===== config.mk =====
export PLATFORM = sky130hd
export DESIGN_NAME = pkia_ctrl
export DESIGN_NICKNAME = d
export VERILOG_FILES = /design/src/hdl/pkia_pkg.sv /design/src/hdl/pkia_ctrl.sv
export SDC_FILE = /design/constraint.sdc
export NUM_CORES = 1
export LEC_CHECK = 0
export ABC_AREA = 1
export BUFFER_PORTS_ARGS = -buffer_cell sky130_fd_sc_hd__buf_2
export CAP_MARGIN = 20
export CELL_PAD_IN_SITES_DETAIL_PLACEMENT = 1
export CELL_PAD_IN_SITES_GLOBAL_PLACEMENT = 2
export CORE_MARGIN = 2
export CORE_UTILIZATION = 19
export DETAILED_ROUTE_END_ITERATION = 8
export GPL_TIMING_DRIVEN = 0
export PLACE_DENSITY_LB_ADDON = 0.1
export SYNTH_ARGS = -nofsm -noshare
export SYNTH_HDL_FRONTEND = slang
export SYNTH_SLANG_ARGS = --single-unit

===== constraint.sdc =====
create_clock -name clock -period 1.1 [get_ports clock]
set_input_delay 0.22 -clock clock [delete_from_list [all_inputs] [get_ports clock]]
set_output_delay 0.22 -clock clock [all_outputs]
set_load 0.02 [all_outputs]

===== src/hdl/pkia_pkg.sv =====
`default_nettype none
package pkia_pkg;

   localparam int DEF_MAX_PATH_LEN    = 16;
   localparam int DEF_WAYS_PER_BUCKET = 4;
   localparam int NUM_BUCKETS         = 256;
   localparam int BKT_W               = $clog2(NUM_BUCKETS);
   localparam int ID_W                = 32;
   localparam int WORD_W              = 64;

   localparam logic [1:0] ST_OK          = 2'd0;
   localparam logic [1:0] ST_BUCKET_FULL = 2'd1;
   localparam logic [1:0] ST_TOO_LONG    = 2'd2;
   localparam logic [1:0] ST_EXHAUSTED   = 2'd3;

   localparam logic [2:0] RES_HIT  = 3'd0;
   localparam logic [2:0] RES_NEW  = 3'd1;
   localparam logic [2:0] RES_FULL = 3'd2;
   localparam logic [2:0] RES_LONG = 3'd3;
   localparam logic [2:0] RES_EXH  = 3'd4;

   typedef logic [2:0] res_kind_type;

   typedef struct packed {
      logic         accept;
      logic         bfill_rd;
      logic         ways_ld;
      logic         ent_rd;
      logic         way_inc;
      logic         idx_clr;
      logic         wrd_rd;
      logic         idx_inc;
      logic         ins;
      logic         copy_wr;
      logic         res_ld;
      res_kind_type res_kind;
   } pkia_cmd_type;

   typedef struct packed {
      logic overflow;
      logic way_end;
      logic bkt_full;
      logic exhausted;
      logic len_eq;
      logic idx_end;
      logic word_eq;
      logic out_busy;
   } pkia_sts_type;

   // Fold the eight bytes of a location into one byte.
   function automatic logic [BKT_W-1:0] fold_bytes(input logic [WORD_W-1:0] w);
      logic [BKT_W-1:0] h;
      h = '0;
      for (int i = 0; i < 8; i++) begin
         h = h ^ w[i*8 +: 8];
      end
      return h;
   endfunction

endpackage
`default_nettype wire


===== src/hdl/pkia_ctrl.sv =====
`default_nettype none
module pkia_ctrl (
   input  wire logic                  clock,
   input  wire logic                  reset,
   input  wire logic                  req_valid,
   input  wire logic                  req_last,
   output logic                       req_ready,
   input  wire pkia_pkg::pkia_sts_type sts,
   output pkia_pkg::pkia_cmd_type     cmd
);
   import pkia_pkg::*;

   localparam logic [3:0] S_IN     = 4'd0;
   localparam logic [3:0] S_BFILL  = 4'd1;
   localparam logic [3:0] S_WAYS   = 4'd2;
   localparam logic [3:0] S_WAY    = 4'd3;
   localparam logic [3:0] S_LEN    = 4'd4;
   localparam logic [3:0] S_WRD    = 4'd5;
   localparam logic [3:0] S_WCHK   = 4'd6;
   localparam logic [3:0] S_MISS   = 4'd7;
   localparam logic [3:0] S_COPY   = 4'd8;
   localparam logic [3:0] S_COPYW  = 4'd9;
   localparam logic [3:0] S_RES    = 4'd10;

   logic [3:0]   state_ff, state_in;
   res_kind_type kind_ff, kind_in;

   always_ff @(posedge clock) begin
      if (reset) begin
         state_ff <= S_IN;
         kind_ff  <= RES_HIT;
      end else begin
         state_ff <= state_in;
         kind_ff  <= kind_in;
      end
   end

   assign req_ready = (state_ff == S_IN);

   always_comb begin
      state_in = state_ff;
      kind_in  = kind_ff;
      cmd      = '0;
      cmd.res_kind = kind_ff;
      unique case (state_ff)
         S_IN: begin
            if (req_valid) begin
               cmd.accept = 1'b1;
               if (req_last) state_in = S_BFILL;
            end
         end
         S_BFILL: begin
            cmd.bfill_rd = 1'b1;
            state_in     = S_WAYS;
         end
         S_WAYS: begin
            cmd.ways_ld = 1'b1;
            if (sts.overflow) begin
               kind_in  = RES_LONG;
               state_in = S_RES;
            end else begin
               state_in = S_WAY;
            end
         end
         S_WAY: begin
            if (sts.way_end) begin
               state_in = S_MISS;
            end else begin
               cmd.ent_rd = 1'b1;
               state_in   = S_LEN;
            end
         end
         S_LEN: begin
            if (sts.len_eq) begin
               cmd.idx_clr = 1'b1;
               state_in    = S_WRD;
            end else begin
               cmd.way_inc = 1'b1;
               state_in    = S_WAY;
            end
         end
         S_WRD: begin
            if (sts.idx_end) begin
               kind_in  = RES_HIT;
               state_in = S_RES;
            end else begin
               cmd.wrd_rd = 1'b1;
               state_in   = S_WCHK;
            end
         end
         S_WCHK: begin
            if (sts.word_eq) begin
               cmd.idx_inc = 1'b1;
               state_in    = S_WRD;
            end else begin
               cmd.way_inc = 1'b1;
               state_in    = S_WAY;
            end
         end
         S_MISS: begin
            if (sts.bkt_full) begin
               kind_in  = RES_FULL;
               state_in = S_RES;
            end else if (sts.exhausted) begin
               kind_in  = RES_EXH;
               state_in = S_RES;
            end else begin
               cmd.ins  = 1'b1;
               kind_in  = RES_NEW;
               state_in = S_COPY;
            end
         end
         S_COPY: begin
            if (sts.idx_end) begin
               state_in = S_RES;
            end else begin
               cmd.wrd_rd = 1'b1;
               state_in   = S_COPYW;
            end
         end
         S_COPYW: begin
            cmd.copy_wr = 1'b1;
            cmd.idx_inc = 1'b1;
            state_in    = S_COPY;
         end
         S_RES: begin
            if (!sts.out_busy) begin
               cmd.res_ld = 1'b1;
               state_in   = S_IN;
            end
         end
         default: state_in = S_IN;
      endcase
   end

endmodule
`default_nettype wire


==> impl_metrics.tcl <==
set metrics [dict create \
    synthDistinctLibCells 14 \
    fillCellCount 387 \
    cp_max_fo 4 \
    setup_tns_ns -5.12 \
    antenna_found_initial 0 \
    fp.dieArea_um2 3610 \
    finish.utilization_pct 43.3 \
    core_um2 3030 \
    synth.cell_area_um2 598 \
    synth_top_area_share_pct 23.4 \
    layout_commonest_cell "buf_6" \
    syn_to_final_growth_pct 119 \
    fin_crit_sh_pct 132 \
    clk-insertion-delay-late_ns 0.25 \
    initial_core_util_pct 19.8 \
    die_w_um 60.1 \
    io_buffers 26 \
    power.density_nw_per_um2 1600 \
    final.setup_skew_ns 0.00642 \
    hold_class "in -> reg" \
    vias 850 \
    cpPeakStageDelay_ns 0.40 \
    ys_seq_area_share_pct 23.4 \
    synth_seq_cells 7 \
    timing.final.ws_setup_ns -0.352 \
    holdWs_ns 0.175 \
    clock.fmax_ghz 0.689 \
    required_ns 0.88 \
    synth.area.top_cells "dfxtp_1 (23%), nand2_1 (18%), inv_1 (15%), nor2_1 (13%), nand3_1 (10%)" \
    ant_nets 0 \
    wl_per_cell_um 11.3 \
    yosysWarningCount 0 \
    grt-ovfl-total 0 \
    cp.arrival_ns 1.23 \
    synth_cells 109 \
    drt-vias-per-instance 4.15 \
    cts.sinks 7 \
    cts_buffer_depth 2 \
    drtIter0Drc 18 \
    dpl.hpwl_mm 1.71 \
    status "finished with violations" \
    p_leak_nw 0.664 \
    final-max-slew-violation-count 0 \
    drc 0 \
    num_rows 20 \
    grt_max_degree 7 \
    timing.slew.headroom_pct 77.6 \
    root_buffer "clkbuf_4" \
    numCtsBuffers 3 \
    period_needed_ns 1.45 \
    layout-drive-gt1-share_pct 70.2 \
    finalHoldViolCount 0 \
    first_global_vias 887 \
    critical_path_class "reg -> out" \
    layout.nets 174 \
    ios 27 \
    crit_path_start_kind "register" \
    violations "negative setup slack" \
    clk_pin_slew_worst_paths_ns 0.05 \
    gp_congestion 0.738 \
    crit_family "flip-flops" \
    track_usage_pct 14.2 \
    critPathBufInv 3 \
    path_cells "inv_4, nor2_4, inv_2, o21ai_4, buf_6" \
    ir_drop_uv 767 \
    synth_top_area_cell "dfxtp_1" \
    slowest_stage "dfxtp_4" \
    antenna_cells 0 \
    dieHeight_um 60.1 \
    cap_violations 0 \
    cts_tree "done" \
    syn_nets 121 \
    finalSetupViolations 19 \
    worst_pin_slew_ns 0.333 \
    drt-total-wl_mm 2.32 \
    final_cell_mix "buf_6 (18), buf_4 (16), nand2_2 (14), inv_1 (14), buf_2 (14)" \
    firstDrtPassIters 4 \
    cts_max_level 1 \
    cp-end-kind "output port" \
    grt_pass1_wl_mm 3.89 \
    syn_area_per_cell_um2 5.49 \
    rsz0062_at_grt "yes" \
]
==> synth_stat cells <==
cell / n
nand2_1: 28
inv_1: 24
nor2_1: 21
nand3_1: 12
dfxtp_1: 7
a21oi_1: 4
nor2_4: 3
o21ai_0: 3
nand2_2: 2
inv_2: 1
nand3_2: 1
nand3_4: 1
nand4_1: 1
nor3_1: 1
==> final timing paths <==
path	start	endpoint	slack (ns)	cells after the start
max	state_ff[0]	cmd[6]	-0.35	5
min	reset	state_ff[0]	0.18	2
max reg2reg	state_ff[0]	kind_ff[0]	-0.27	9
min reg2reg	kind_ff[2]	kind_ff[2]	0.46	2
==> through the flow <==
step	area [µm²]	cells	power [mW]	worst slack [ns]
2_1_floorplan	668	109	1.04	-0.0366
3_3_place_gp	853	179	1.29	-0.276
3_5_place_dp	853	179	1.30	-0.292
4_1_cts	1210	201	1.98	-0.376
5_1_grt	1310	205	2.25	-0.409
6_report	1310	205	2.09	-0.352
==> where the power goes <==
group / total [mW] / switching (mW) / internal (mW)
combinational: 1.42 / 0.799 / 0.626
clock: 0.229 / 0.0911 / 0.138
sequential: 0.440 / 0.106 / 0.334
==> cell families (layout without fill, tap and decap cells) <==
logic type / Yosys count / after routing / share of synthesized area, %
AO/OA/AOI/OAI: 7 / 7 / 5.86
AND/OR/NAND/NOR: 70 / 70 / 55.0
flip-flops: 7 / 7 / 23.4
buffers and inverters: 25 / 77 / 15.7
==> layout make-up <==
cell class                      instances  area (µm²)  share of cell area [%]
Sequential cell                         7         155                    11.8
Clock buffer                            4        26.3                    2.00
Multi-Input combinational cell         77         576                    43.9
Tap cell                               44        55.1                    4.20
Timing Repair Buffer                   48         393                    30.0
Inverter                               25         106                    8.11
==> what timing repair did <==
item                                    in CTS  in global routing
endpoints found under the setup margin      19                 19
hold buffers                                 0                  0
buffers inserted                            18                  8
gates resized for setup                     63                 23
pin swaps                                   16                 19
==> sequential cells by signal, indices dropped and copies added, names as in the netlist <==
signal,cells
state_ff,4
kind_ff,3
==> metal layers <==
metal	global-route usage, %	up-vias	share of wire (%)
met1	17.9	398	45
met3	3.46	0	3.1
met5	0	-	0
met4	0.952	0	0
met2	25.3	18	52
li1	-	434	-
No activity file was read; power rests on OpenSTA's default activity.
